### config.mk
export PLATFORM = sky130hd
export DESIGN_NAME = byte_mix_hash_256
export DESIGN_NICKNAME = d
export VERILOG_FILES = /design/src/rtl/core/bmh_pkg.sv /design/src/rtl/core/byte_mix_hash_256.sv /design/src/rtl/core/bmh_dp.sv /design/src/rtl/core/bmh_ctrl.sv
export SDC_FILE = /design/constraint.sdc
export NUM_CORES = 1
export LEC_CHECK = 0
export BUFFER_PORTS_ARGS = -buffer_cell sky130_fd_sc_hd__buf_2
export CAP_MARGIN = 20
export CORE_AREA = 2 2 187 189
export DETAILED_ROUTE_END_ITERATION = 8
export DIE_AREA = 0 0 189 191
export SLEW_MARGIN = 25
export SYNTH_ARGS = -nofsm -noshare
export SYNTH_HDL_FRONTEND = slang
export SYNTH_HIERARCHICAL = 1
export SYNTH_SLANG_ARGS = --single-unit
### constraint.sdc
create_clock -name clock -period 3.7 [get_ports clock]
set_input_delay 0.74 -clock clock [delete_from_list [all_inputs] [get_ports clock]]
set_output_delay 0.74 -clock clock [all_outputs]
set_load 0.05 [all_outputs]
### src/rtl/core/bmh_pkg.sv
package bmh_pkg;

   localparam int unsigned WORD_W    = 32;
   localparam int unsigned NUM_WORDS = 8;
   localparam int unsigned POS_W     = 3;
   localparam int unsigned BYTE_W    = 8;

   localparam int unsigned ABSORB_SHIFT = 17;
   localparam int unsigned ROT_A        = 7;
   localparam int unsigned ROT_B        = 13;
   localparam int unsigned ROT_C        = 17;

   localparam logic [WORD_W-1:0] INIT_WORDS [NUM_WORDS] = '{
      32'h6a09e667, 32'hbb67ae85, 32'h3c6ef372, 32'ha54ff53a,
      32'h510e527f, 32'h9b05688c, 32'h1f83d9ab, 32'h5be0cd19
   };

   typedef enum logic [3:0] {
      ST_ABSORB = 4'b0001,
      ST_ALIGN  = 4'b0010,
      ST_MIX    = 4'b0100,
      ST_EMIT   = 4'b1000
   } bmh_state_type;

   // controller -> datapath
   typedef struct packed {
      logic absorb;      // fold the input byte in and advance the ring
      logic align;       // advance the ring only, position counts along
      logic mix;         // one finalization word update, then advance
      logic emit_shift;  // advance the ring after a result beat
      logic reinit;      // reload the initial words
   } bmh_cmd_type;

   // datapath -> controller
   typedef struct packed {
      logic pos_zero;
   } bmh_status_type;

endpackage

### src/rtl/core/byte_mix_hash_256.sv
// Byte-serial 256-bit mixing hash. Message bytes arrive on the req stream, one
// per beat, with req_tlast on the final byte; a byte is absorbed in the cycle it
// is accepted, so absorption runs at one byte per clock. After the last byte the
// block stops taking input and finalizes: first it turns its word ring back into
// order, advancing it until the byte position wraps to zero, and hands over to
// the mixer, then it runs FINAL_ROUNDS*8 mixing steps, one word update per cycle
// on a single rotate/add/xor unit. The digest then leaves as eight rsp beats,
// word 0 first, each word holding four digest bytes least significant byte
// first, with rsp_tuser giving the word index and rsp_tlast set on word 7. The
// next message is accepted in the cycle after the last digest beat. Every
// message must have at least one byte.
module byte_mix_hash_256
   import bmh_pkg::*;
#(
   parameter int unsigned FINAL_ROUNDS = 8
)
(
   input  logic          clock,
   input  logic          reset,
   // message bytes
   input  logic          req_tvalid,
   output logic          req_tready,
   input  logic [7:0]    req_tdata,   // [7:0] data_byte
   input  logic          req_tlast,   // end_of_message
   // digest words
   output logic          rsp_tvalid,
   input  logic          rsp_tready,
   output logic [31:0]   rsp_tdata,   // [31:0] digest_word
   output logic [2:0]    rsp_tuser,   // [2:0] word_index
   output logic          rsp_tlast    // last_word
);

   bmh_cmd_type     cmd;
   bmh_status_type  status;

   // Controller: sequences absorb, realign, mix and emit phases.
   bmh_ctrl #(
      .FINAL_ROUNDS (FINAL_ROUNDS)
   ) u_ctrl (
      .clock     (clock),
      .reset     (reset),
      .in_valid  (req_tvalid),
      .in_last   (req_tlast),
      .in_ready  (req_tready),
      .out_valid (rsp_tvalid),
      .out_ready (rsp_tready),
      .out_index (rsp_tuser),
      .out_last  (rsp_tlast),
      .status    (status),
      .cmd       (cmd)
   );

   // Datapath: eight-word ring with the absorb and mix units on fixed taps;
   // slot zero of the ring drives the digest output.
   bmh_dp u_dp (
      .clock     (clock),
      .reset     (reset),
      .cmd       (cmd),
      .data_byte (req_tdata),
      .status    (status),
      .head_word (rsp_tdata)
   );

endmodule

### src/rtl/core/bmh_dp.sv
module bmh_dp
   import bmh_pkg::*;
(
   input  logic                 clock,
   input  logic                 reset,
   input  bmh_cmd_type          cmd,
   input  logic [BYTE_W-1:0]    data_byte,
   output bmh_status_type       status,
   output logic [WORD_W-1:0]    head_word
);

   // Words live in a ring: slot 0 always holds the word to work on next.
   logic [WORD_W-1:0] ring_ff [NUM_WORDS];
   logic [WORD_W-1:0] ring_in [NUM_WORDS];
   logic [POS_W-1:0]  pos_ff;
   logic [POS_W-1:0]  pos_in;

   logic [WORD_W-1:0] abs_x0;
   logic [WORD_W-1:0] abs_x1;
   logic [WORD_W-1:0] abs_x2;
   logic [WORD_W-1:0] mix_new;
   logic [WORD_W-1:0] byte_lane;

   function automatic logic [WORD_W-1:0] rotl(input logic [WORD_W-1:0] v,
                                              input int unsigned n);
      return (v << n) | (v >> (WORD_W - n));
   endfunction

   always_comb begin
      byte_lane = {{(WORD_W-BYTE_W){1'b0}}, data_byte} << {pos_ff[1:0], 3'b000};
      abs_x0    = ring_ff[0] ^ byte_lane;
      abs_x1    = ring_ff[1] + abs_x0;
      abs_x2    = ring_ff[2] ^ (abs_x1 >> ABSORB_SHIFT);

      mix_new = ((ring_ff[0] ^ rotl(ring_ff[NUM_WORDS-1], ROT_A))
                 + rotl(ring_ff[1], ROT_B)) ^ rotl(ring_ff[2], ROT_C);
   end

   always_comb begin
      ring_in = ring_ff;
      pos_in  = pos_ff;
      if (cmd.reinit) begin
         ring_in = INIT_WORDS;
         pos_in  = '0;
      end else if (cmd.absorb) begin
         for (int k = 0; k < NUM_WORDS - 1; k++) begin
            ring_in[k] = ring_ff[k+1];
         end
         ring_in[0]           = abs_x1;
         ring_in[1]           = abs_x2;
         ring_in[NUM_WORDS-1] = abs_x0;
         pos_in               = pos_ff + 1'b1;
      end else if (cmd.align || cmd.mix || cmd.emit_shift) begin
         for (int k = 0; k < NUM_WORDS - 1; k++) begin
            ring_in[k] = ring_ff[k+1];
         end
         ring_in[NUM_WORDS-1] = cmd.mix ? mix_new : ring_ff[0];
         if (cmd.align) begin
            pos_in = pos_ff + 1'b1;
         end
      end
   end

   always_ff @(posedge clock) begin
      if (reset) begin
         ring_ff <= INIT_WORDS;
         pos_ff  <= '0;
      end else begin
         ring_ff <= ring_in;
         pos_ff  <= pos_in;
      end
   end

   assign status.pos_zero = (pos_ff == '0);
   assign head_word       = ring_ff[0];

   // mixing must only start once word zero sits in slot zero
   a_mix_aligned: assert property (@(posedge clock) disable iff (reset)
      cmd.mix |-> pos_ff == '0)
      else $error("mix step with ring out of alignment");

   a_reinit_pos: assert property (@(posedge clock) disable iff (reset)
      cmd.reinit |=> pos_ff == '0 && ring_ff[0] == INIT_WORDS[0])
      else $error("reload did not restore initial state");

endmodule

### src/rtl/core/bmh_ctrl.sv
module bmh_ctrl
   import bmh_pkg::*;
#(
   parameter int unsigned FINAL_ROUNDS = 8
)
(
   input  logic               clock,
   input  logic               reset,
   input  logic               in_valid,
   input  logic               in_last,
   output logic               in_ready,
   output logic               out_valid,
   input  logic               out_ready,
   output logic [POS_W-1:0]   out_index,
   output logic               out_last,
   input  bmh_status_type     status,
   output bmh_cmd_type        cmd
);

   localparam int unsigned MIX_STEPS = FINAL_ROUNDS * NUM_WORDS;
   localparam int unsigned MIX_CNT_W = $clog2(MIX_STEPS);

   bmh_state_type          state_ff;
   bmh_state_type          state_in;
   logic [MIX_CNT_W-1:0]   mix_cnt_ff;
   logic [MIX_CNT_W-1:0]   mix_cnt_in;
   logic [POS_W-1:0]       idx_ff;
   logic [POS_W-1:0]       idx_in;
   logic                   in_beat;
   logic                   out_beat;

   assign in_ready  = (state_ff == ST_ABSORB);
   assign out_valid = (state_ff == ST_EMIT);
   assign out_index = idx_ff;
   assign out_last  = (idx_ff == POS_W'(NUM_WORDS - 1));
   assign in_beat   = in_valid && in_ready;
   assign out_beat  = out_valid && out_ready;

   always_comb begin
      state_in   = state_ff;
      mix_cnt_in = mix_cnt_ff;
      idx_in     = idx_ff;
      cmd        = '0;
      unique case (state_ff)
         ST_ABSORB: begin
            if (in_beat) begin
               cmd.absorb = 1'b1;
               if (in_last) begin
                  state_in   = ST_ALIGN;
                  mix_cnt_in = MIX_CNT_W'(MIX_STEPS - 1);
               end
            end
         end
         ST_ALIGN: begin
            if (status.pos_zero) begin
               state_in = ST_MIX;
            end else begin
               cmd.align = 1'b1;
            end
         end
         ST_MIX: begin
            cmd.mix    = 1'b1;
            mix_cnt_in = mix_cnt_ff - 1'b1;
            if (mix_cnt_ff == '0) begin
               state_in = ST_EMIT;
               idx_in   = '0;
            end
         end
         ST_EMIT: begin
            if (out_beat) begin
               idx_in = idx_ff + 1'b1;
               if (out_last) begin
                  cmd.reinit = 1'b1;
                  state_in   = ST_ABSORB;
               end else begin
                  cmd.emit_shift = 1'b1;
               end
            end
         end
         default: begin
            state_in = ST_ABSORB;
         end
      endcase
   end

   always_ff @(posedge clock) begin
      if (reset) begin
         state_ff   <= ST_ABSORB;
         mix_cnt_ff <= '0;
         idx_ff     <= '0;
      end else begin
         state_ff   <= state_in;
         mix_cnt_ff <= mix_cnt_in;
         idx_ff     <= idx_in;
      end
   end

   a_no_overlap: assert property (@(posedge clock) disable iff (reset)
      !(in_ready && out_valid))
      else $error("input taken while digest is being emitted");

   a_last_returns: assert property (@(posedge clock) disable iff (reset)
      (out_beat && out_last) |=> state_ff == ST_ABSORB)
      else $error("block did not return to absorbing after last word");

   a_mix_holds: assert property (@(posedge clock) disable iff (reset)
      (state_ff == ST_MIX && mix_cnt_ff != '0) |=> state_ff == ST_MIX)
      else $error("mixing ended early");

endmodule

Yosys cells after proc, flatten, opt, wreduce, memory -nomap -nowiden
Cells that the tools add are included.
W data, S select, Z words.
{ "op_classes": {"addsub": 5, "n_eq_ne": 11, "shifts": 1, "n_mux": 28, "bitwise_logic": 7, "reduce_logical": 15} }
{ "op_table": {"columns": ["operator", "count"], "rows": [
  ["$mux W256", 2],
  ["$xor A32 B32 Y32", 3],
  ["$add A32 B32 Y32", 2],
  ["$mux W32", 1],
  ["$or A32 B13 Y32", 1],
  ["$or A32 B17 Y32", 1],
  ["$or A32 B7 Y32", 1],
  ["$shl A8 B5 Y32", 1],
  ["$xor A32 B15 Y32", 1],
  ["$mux W4", 6],
  ["$pmux W4 S4", 1],
  ["$mux W3", 5],
  ["$mux W6", 2],
  ["$pmux W6 S2", 1],
  ["$ne A2 B2 Y1 const B", 5],
  ["$reduce_bool A2 Y1", 4],
  ["$mux W1", 7],
  ["$add A3 B1 Y3 const B", 2],
  ["$logic_not A6 Y1", 1],
  ["$pmux W3 S2", 1],
  ["$reduce_and A3 Y1", 2],
  ["$reduce_and A6 Y1", 1],
  ["$sub A6 B1 Y6 const B", 1],
  ["$eq A4 B1 Y1 const B", 1],
  ["11 further kinds", 14]
]} }
{ "word_totals": {"ff_bits": 272, "in_bits": 13, "output_inout_bits": 38, "elab_cells": 79} }

Depth between registers and ports, before layout
Gate-level depths: netlist of run 1.
{ "logic_depth": {"ltp_word": 7, "depth_mapped": 15, "ltp_nobuf": 15} }

Hierarchy
The synthesis of run 1 kept the hierarchy.
{ "by_module_without_submodules": {"columns": ["module", "n_inst", "cells_each", "area_per_inst_um2", "seq_area_each_um2"], "rows": [
  ["bmh_dp", 1, 1885, 14452.6, 5185.0],
  ["bmh_ctrl", 1, 85, 765.7, 260.2]
]} }

Least setup slack after synthesis of run 1
Ideal clock, no wire load.
{ "synth_path": {"path_type": "reg-to-reg", "start": "reg u_ctrl.state_ff[1]", "end": "reg u_dp.ring_ff (netlist bit u_dp/head_word[0])", "setup_time_ns": 0.129, "t_arrival_ns": 3.937, "t_required_ns": 3.571, "path_slack_ns": -0.366, "stages_incl_launch_ff": 11, "cell_sequence": "dfxtp_1 buf_2 nor4b_1 and2_1 clkbuf_1 buf_1 buf_1 mux2i_1 nand2_1 o21ai_0 nand2_1"} }
{ "synth_rtl": {"columns": ["item", "line_no", "source"], "rows": [
  ["start, declared", "bmh_ctrl.sv:23", "bmh_state_type state_ff;"],
  ["start signal, assigned", "bmh_ctrl.sv:92", "state_ff <= state_in;"],
  ["end signal, assigned", "bmh_dp.sv:69", "ring_ff <= ring_in;"],
  ["end, declared", "bmh_dp.sv:13", "logic [WORD_W-1:0] ring_ff [NUM_WORDS];"]
]} }

Worst setup path after layout of run 1
{ "layout_path": {"start": "reg u_dp.pos_ff[0]", "end": "reg u_dp/ring_ff[203] (netlist name)"} }
{ "layout_between": {"elab_chain_len": 6, "elab_cells_between_ends": 11} }
{ "layout_rtl": {"columns": ["item", "line_no", "source"], "rows": [
  ["start, declared", "bmh_dp.sv:15", "logic [POS_W-1:0] pos_ff;"],
  ["start signal, assigned", "bmh_dp.sv:70", "pos_ff <= pos_in;"],
  ["parallel branches: the longest is 6 deep, another holds $add A32 B32 Y32", null, null]
]} }
Parallel ways; which one is timed is not known.
A chain may end at the register's enable or synchronous reset.

==> impl_metrics.toml, run 1 <==
[synthesis]
synth-main-ff-cell = "dfxtp_1"
syn_nets = 2055
synth.ff_latch_count = 272
synthDistinctLibCells = 85
ys_seq_area_share_pct = 35.8
synthCells = 1970
avgSynthCellArea_um2 = 7.73
synth-edff-count = 0
syn_area_um2 = 15200
async_reset_ff_share_pct = 0
ys_warn_count = 6

[global_routing]
first_global_vias = 13277
grt_overflow = 0
grt_pass1_wl_um = 82100
track_usage_pct = 30.1
antenna_found_initial = 2
grt_max_degree = 93

[clock_tree]
root_buffer = "clkbuf_16"
cts_hold_buf = 0
path_clk_slew_ns = 0.05
cts_inserted_buffers = 34
cts_max_level = 2
clkSinkCount = 272
clockBufferDepth = 3
insertion_delay_ns = 0.54
cts_tree = "yes"

[drt]
vias_per_cell = 5.78
wirelength_um = 55100
drc = 0
vias = 14570
drt_iter0_markers = 1245
drtPass1Iterations = 5
ant_nets = 0
wire_per_inst_um = 21.9

[floorplan]
core-area_um2 = 34100
dieArea_um2 = 36100
die_x_um = 189
ios = 51
row_count = 68
die_h_um = 191
initial_utilization_pct = 44.6

[sta]
slew_violations = 0
setup_viol = 0
period_minus_slack_ns = 3.55
tightest_slew_ns = 0.828
post-route-period-util_pct = 96.0
finalWorstSetupSlack_ns = 0.147
holdWs_ns = 0.448
rsz0062_at_grt = "yes"
finalHoldViolCount = 0
skew_ns = 0.0111
max_freq_ghz = 0.281
fin_tns_setup_ns = 0
relSlewSlack_pct = 44.8

[final_layout]
drive_gt1_share_pct = 13.9
final_area_um2 = 17700
diodes = 0
layout_common_cells = "468 x nand2_1, 269 x dfxtp_1, 204 x a21oi_1, 125 x buf_4, 124 x nand3_1"
utilization_pct = 51.7
layout_commonest_cell = "nand2_1"
nets = 2124
layout.cells.non_filler = 2519
area_delta_synth_final_pct = 16.0

[placement]
dp_hpwl_um = 40700
port_buffers = 50
pre_cts_ws_ns = -0.126
dp_cells = 2457
dpl-instance-area_um2 = 16400
gp_congestion = 1.00

[worst_setup_path]
required_ns = 4.11
r2r_slack_ns = 0.15
critPathMostFrequentCell = "buf_4"
path_class = "register to register"
cp-start-kind = "register"
path_cells = "inv_1 > nor2_1 > buf_4 > nand2_1 > xnor2_2 > buf_4 > ha_1 > buf_4 > nand2_1 > o21ai_0 > a21oi_1 > nand3b_1 > and3_1 > o211ai_1 > o221a_2 > xor2_1 > o21ai_0"
end_kind = "register"
arrival_ns = 3.96
max_stage_delay_ns = 0.35
path_max_fanout = 8
crit_slowest_cell = "dfxtp_2"

[pwr]
p_seq_share_pct = 31.0
p_sw_mw = 4.61
p_int_mw = 7.25
pwr-share-comb_pct = 40.8
power_mw = 11.9
swShare_pct = 38.9
leakagePower_nw = 7.45
p_clk_share_pct = 28.2
vdd_drop_max_uv = 327
power_density_nw_per_um2 = 672

[job]
drv_cap = 0

[worst_hold_path]
min_path_type = "register to register"

[run_status]
status = "completed"
## critical path, delay by kind of cell, from the launching register on
family	cells	cell delay, ns
AND/OR/NAND/NOR	5	0.85
adder cells (fa/ha/maj)	1	0.35
AO/OA/AOI/OAI	5	0.97
flip-flops	1	0.35
XOR/XNOR	2	0.32
buffers and inverters	4	0.60
## cells in the mapped netlist (36+ instances only)
cell / n / share of area (%)
a211oi_1: 36 / 1.8
a21oi_1: 207 / 6.8
clkbuf_1: 90 / 2.2
dfxtp_1: 272 / 36
ha_1: 70 / 5.8
inv_1: 37 / 0.91
nand2_1: 469 / 12
nand3_1: 124 / 4.1
nor2_1: 83 / 2.0
o21ai_0: 78 / 2.6
xnor2_1: 89 / 5.1
xor2_1: 65 / 3.7
## power by group through the flow
stage / registers (mW) / logic, mW / clock network, mW
detailed placement: 3.72 / 4.67 / 0
global placement: 3.72 / 4.66 / 0
floorplan: 3.54 / 3.32 / 0
finish: 3.67 / 4.84 / 3.35
global route: 3.69 / 5.24 / 3.52
CTS: 3.65 / 4.70 / 3.41
## layer usage
layer	routed length, um	global-route usage (%)	vias up	part of all wire, %
met2	23400	45.5	569	43
li1	-	-	6915	-
met3	4250	5.98	149	7.7
met4	3110	15.7	4	5.6
met5	26	0	-	0.047
met1	24300	40.5	6933	44
## cells by family after synthesis
logic type               synth area share [%]
AO/OA/AOI/OAI                            19.2
XOR/XNOR                                 8.86
adder cells (fa/ha/maj)                  6.02
buffers and inverters                    6.12
flip-flops                               35.8
multiplexers                             1.26
AND/OR/NAND/NOR                          22.7
## path summary, 6_finish.rpt
path / end / depth (start not counted) / startpoint
worst min-delay path: u_dp/ring_ff[109]$_SDFFE_PP0P_ / 2 / u_dp/ring_ff[109]$_SDFFE_PP0P_
worst max register to register: u_dp/ring_ff[203]$_SDFFE_PP1P_ / 17 / u_dp/pos_ff[0]$_SDFFE_PP0P_
worst max-delay path: u_dp/ring_ff[203]$_SDFFE_PP1P_ / 17 / u_dp/pos_ff[0]$_SDFFE_PP0P_
worst min register to register: u_dp/ring_ff[109]$_SDFFE_PP0P_ / 2 / u_dp/ring_ff[109]$_SDFFE_PP0P_
## sequential cells by signal (all words and copies together) (netlist names)
| signal | cells |
|---|---|
| u_dp/pos_ff | 3 |
| u_ctrl/out_index | 3 |
| u_dp/ring_ff | 224 |
| u_ctrl/mix_cnt_ff | 6 |
| u_dp/head_word | 32 |
| u_ctrl/state_ff | 4 |
## area by class of cell
cell class	count	area [um^2]
tap	455	569
sequential	272	5450
multi-input combinational	1508	8990
clock inverter	11	111
inverter	38	143
fill	3399	16500
timing repair buffer	185	1380
clock buffer	50	1010
## repair_timing
action,4_1_cts,5_1_grt
setup endpoints to repair,0,18
resized for setup,0,25
setup buffers,0,1
(Power assumes the default switching activity.)
==> run 2: changes to the inputs <==
BUFFER_PORTS_ARGS = -buffer_cell sky130_fd_sc_hd__clkbuf_2   (was -buffer_cell sky130_fd_sc_hd__buf_2)
GPL_TIMING_DRIVEN = 0   (was unset)
==> run 2 against run 1 <==
Compared with the run above:
- wire length up 11%
- register-to-register slack worse by 0.09 ns
- critical path type unchanged
- highest routed layer unchanged
- count of clock-buffer cells in the layout down 6
- worst hold slack worse by 0.0066 ns
- utilization up 0.18 points
- first-iteration DRC count up 9.8%
==> impl_metrics.toml, run 2 (synthesized netlist as in run 1, its figures left out) <==
[sta]
finalWorstSetupSlack_ns = 0.0581
finalHoldViolCount = 0
post-route-period-util_pct = 98.4
slew_violations = 0
setup_viol = 0
max_freq_ghz = 0.275
period_minus_slack_ns = 3.64
relSlewSlack_pct = 32.6
tightest_slew_ns = 1.01
rsz0062_at_grt = "yes"
skew_ns = 0.0256
holdWs_ns = 0.442

[worst_hold_path]
min_path_type = "register to register"

[placement]
dp_hpwl_um = 47900
gp_congestion = 1.00
pre_cts_ws_ns = -0.585
port_buffers = 50
dpl-instance-area_um2 = 16100
dp_cells = 2475

[drt]
drt_iter0_markers = 1367
wirelength_um = 61300
drtPass1Iterations = 7
wire_per_inst_um = 24.1
vias_per_cell = 5.83
ant_nets = 0
drc = 0
vias = 14841

[final_layout]
largest_reg_flops = 224
top_register = "u_dp/ring_ff"
drive_gt1_share_pct = 12.2
area_delta_synth_final_pct = 16.4
layout_common_cells = "465 x nand2_1, 268 x dfxtp_1, 202 x a21oi_1, 124 x nand3_1, 91 x clkbuf_1"
layout.cells.non_filler = 2545
final_area_um2 = 17700
layout_commonest_cell = "nand2_1"
nets = 2150
diodes = 0
fillers = 3352

[clock_tree]
root_buffer = "clkbuf_16"
cts_tree = "yes"
insertion_delay_ns = 0.59
path_clk_slew_ns = 0.06
clkSinkCount = 272
cts_max_level = 1
cts_inserted_buffers = 31
clockBufferDepth = 3

[pwr]
p_int_mw = 7.24
p_sw_mw = 4.80
power_density_nw_per_um2 = 680
p_clk_share_pct = 28.6
vdd_drop_max_uv = 476
pwr-share-comb_pct = 39.7
leakagePower_nw = 7.29
power_mw = 12.0
swShare_pct = 39.9
p_seq_share_pct = 31.8

[global_routing]
grt_overflow = 0
first_global_vias = 14022
antenna_found_initial = 2
grt_max_degree = 16
track_usage_pct = 33.6
grt_pass1_wl_um = 90300

[floorplan]
row_count = 68
die_x_um = 189
core-area_um2 = 34100
dieArea_um2 = 36100
die_h_um = 191
initial_utilization_pct = 44.6
ios = 51

[worst_setup_path]
path_max_fanout = 6
arrival_ns = 4.14
end_kind = "register"
cp-start-kind = "register"
required_ns = 4.20
path_class = "register to register"

[run_status]
status = "completed"

[job]
drv_cap = 0
[run 2: changes by cell type in the layout (fill, tap and decap cells not counted), sizes merged]
| cell | change |
|---|---|
| clkinv | -3 |
| dlygate4sd1 | +1 |
| bufinv | +4 |
| clkbuf | +139 |
| inv | +2 |
| clkdlybuf4s15 | +1 |
| buf | -118 |
[run 2: path summary, 6_finish.rpt]
path,from,to,slack [ns],depth (start not counted)
setup / recovery,u_dp/pos_ff[1]$_SDFFE_PP0P_,u_dp/ring_ff[193]$_SDFFE_PP0P_,0.06,14
hold / removal,u_dp/ring_ff[77]$_SDFFE_PP1P_,u_dp/ring_ff[109]$_SDFFE_PP0P_,0.44,2
setup reg to reg,u_dp/pos_ff[1]$_SDFFE_PP0P_,u_dp/ring_ff[193]$_SDFFE_PP0P_,0.06,14
hold reg to reg,u_dp/ring_ff[77]$_SDFFE_PP1P_,u_dp/ring_ff[109]$_SDFFE_PP0P_,0.44,2
[run 2: stage by stage]
step / utilization [%] / setup TNS (ns)
2_1_floorplan: - / 0
3_5_place_dp: 47.0 / -17.50
3_3_place_gp: 47.0 / -13.87
4_1_cts: 50.9 / 0
6_report: 51.9 / 0
5_1_grt: 51.9 / -0.0421
[run 2: worst max-delay path: stages (launching register included)]
cell and delay, ns:
dfxtp_4 0.37, nor2_4 0.14, buf_4 0.13, nand2_1 0.05, xnor2_1 0.33, ha_2 0.41, o211ai_1 0.31, a21oi_4 0.08
o211a_4 0.26, or3_1 0.42, a211oi_2 0.27, xnor2_1 0.19, nand2_2 0.14, xor2_2 0.21, a211oi_1 0.23
[run 2: area by class of cell]
| cell class | instances | area (um^2) | area share [%] |
|---|---|---|---|
| multi-input combinational | 1508 | 9260 | 52.3 |
| sequential | 272 | 5460 | 30.8 |
| clock buffer | 44 | 905 | 5.11 |
| buffer | 150 | 787 | 4.44 |
| tap | 455 | 569 | 3.21 |
| timing repair buffer | 64 | 355 | 2.01 |
| clock inverter | 14 | 238 | 1.34 |
| inverter | 38 | 143 | 0.805 |
[run 2: per-layer routing]
metal  vias up  wire length, um  global-route usage, %
li1       6981                -                      -
met3       179             5590                   5.86
met4         4             3530                   16.1
met1      6994            25300                   43.5
met2       683            26900                   54.1
met5         -               23                      0
[run 2: power groups by stage]
stage / clock network (mW) / registers (mW) / logic (mW)
floorplan: 0 / 3.54 / 3.32
global placement: 0 / 3.84 / 4.36
detailed placement: 0 / 3.83 / 4.39
CTS: 3.47 / 3.78 / 4.49
global route: 3.58 / 3.82 / 5.14
finish: 3.44 / 3.82 / 4.77
[run 2: repair_timing]
item	CTS	global route
hold buffers	0	0
buffers inserted	3	11
pin swaps	4	20
endpoints found under the setup margin	135	70
resized for setup	41	49
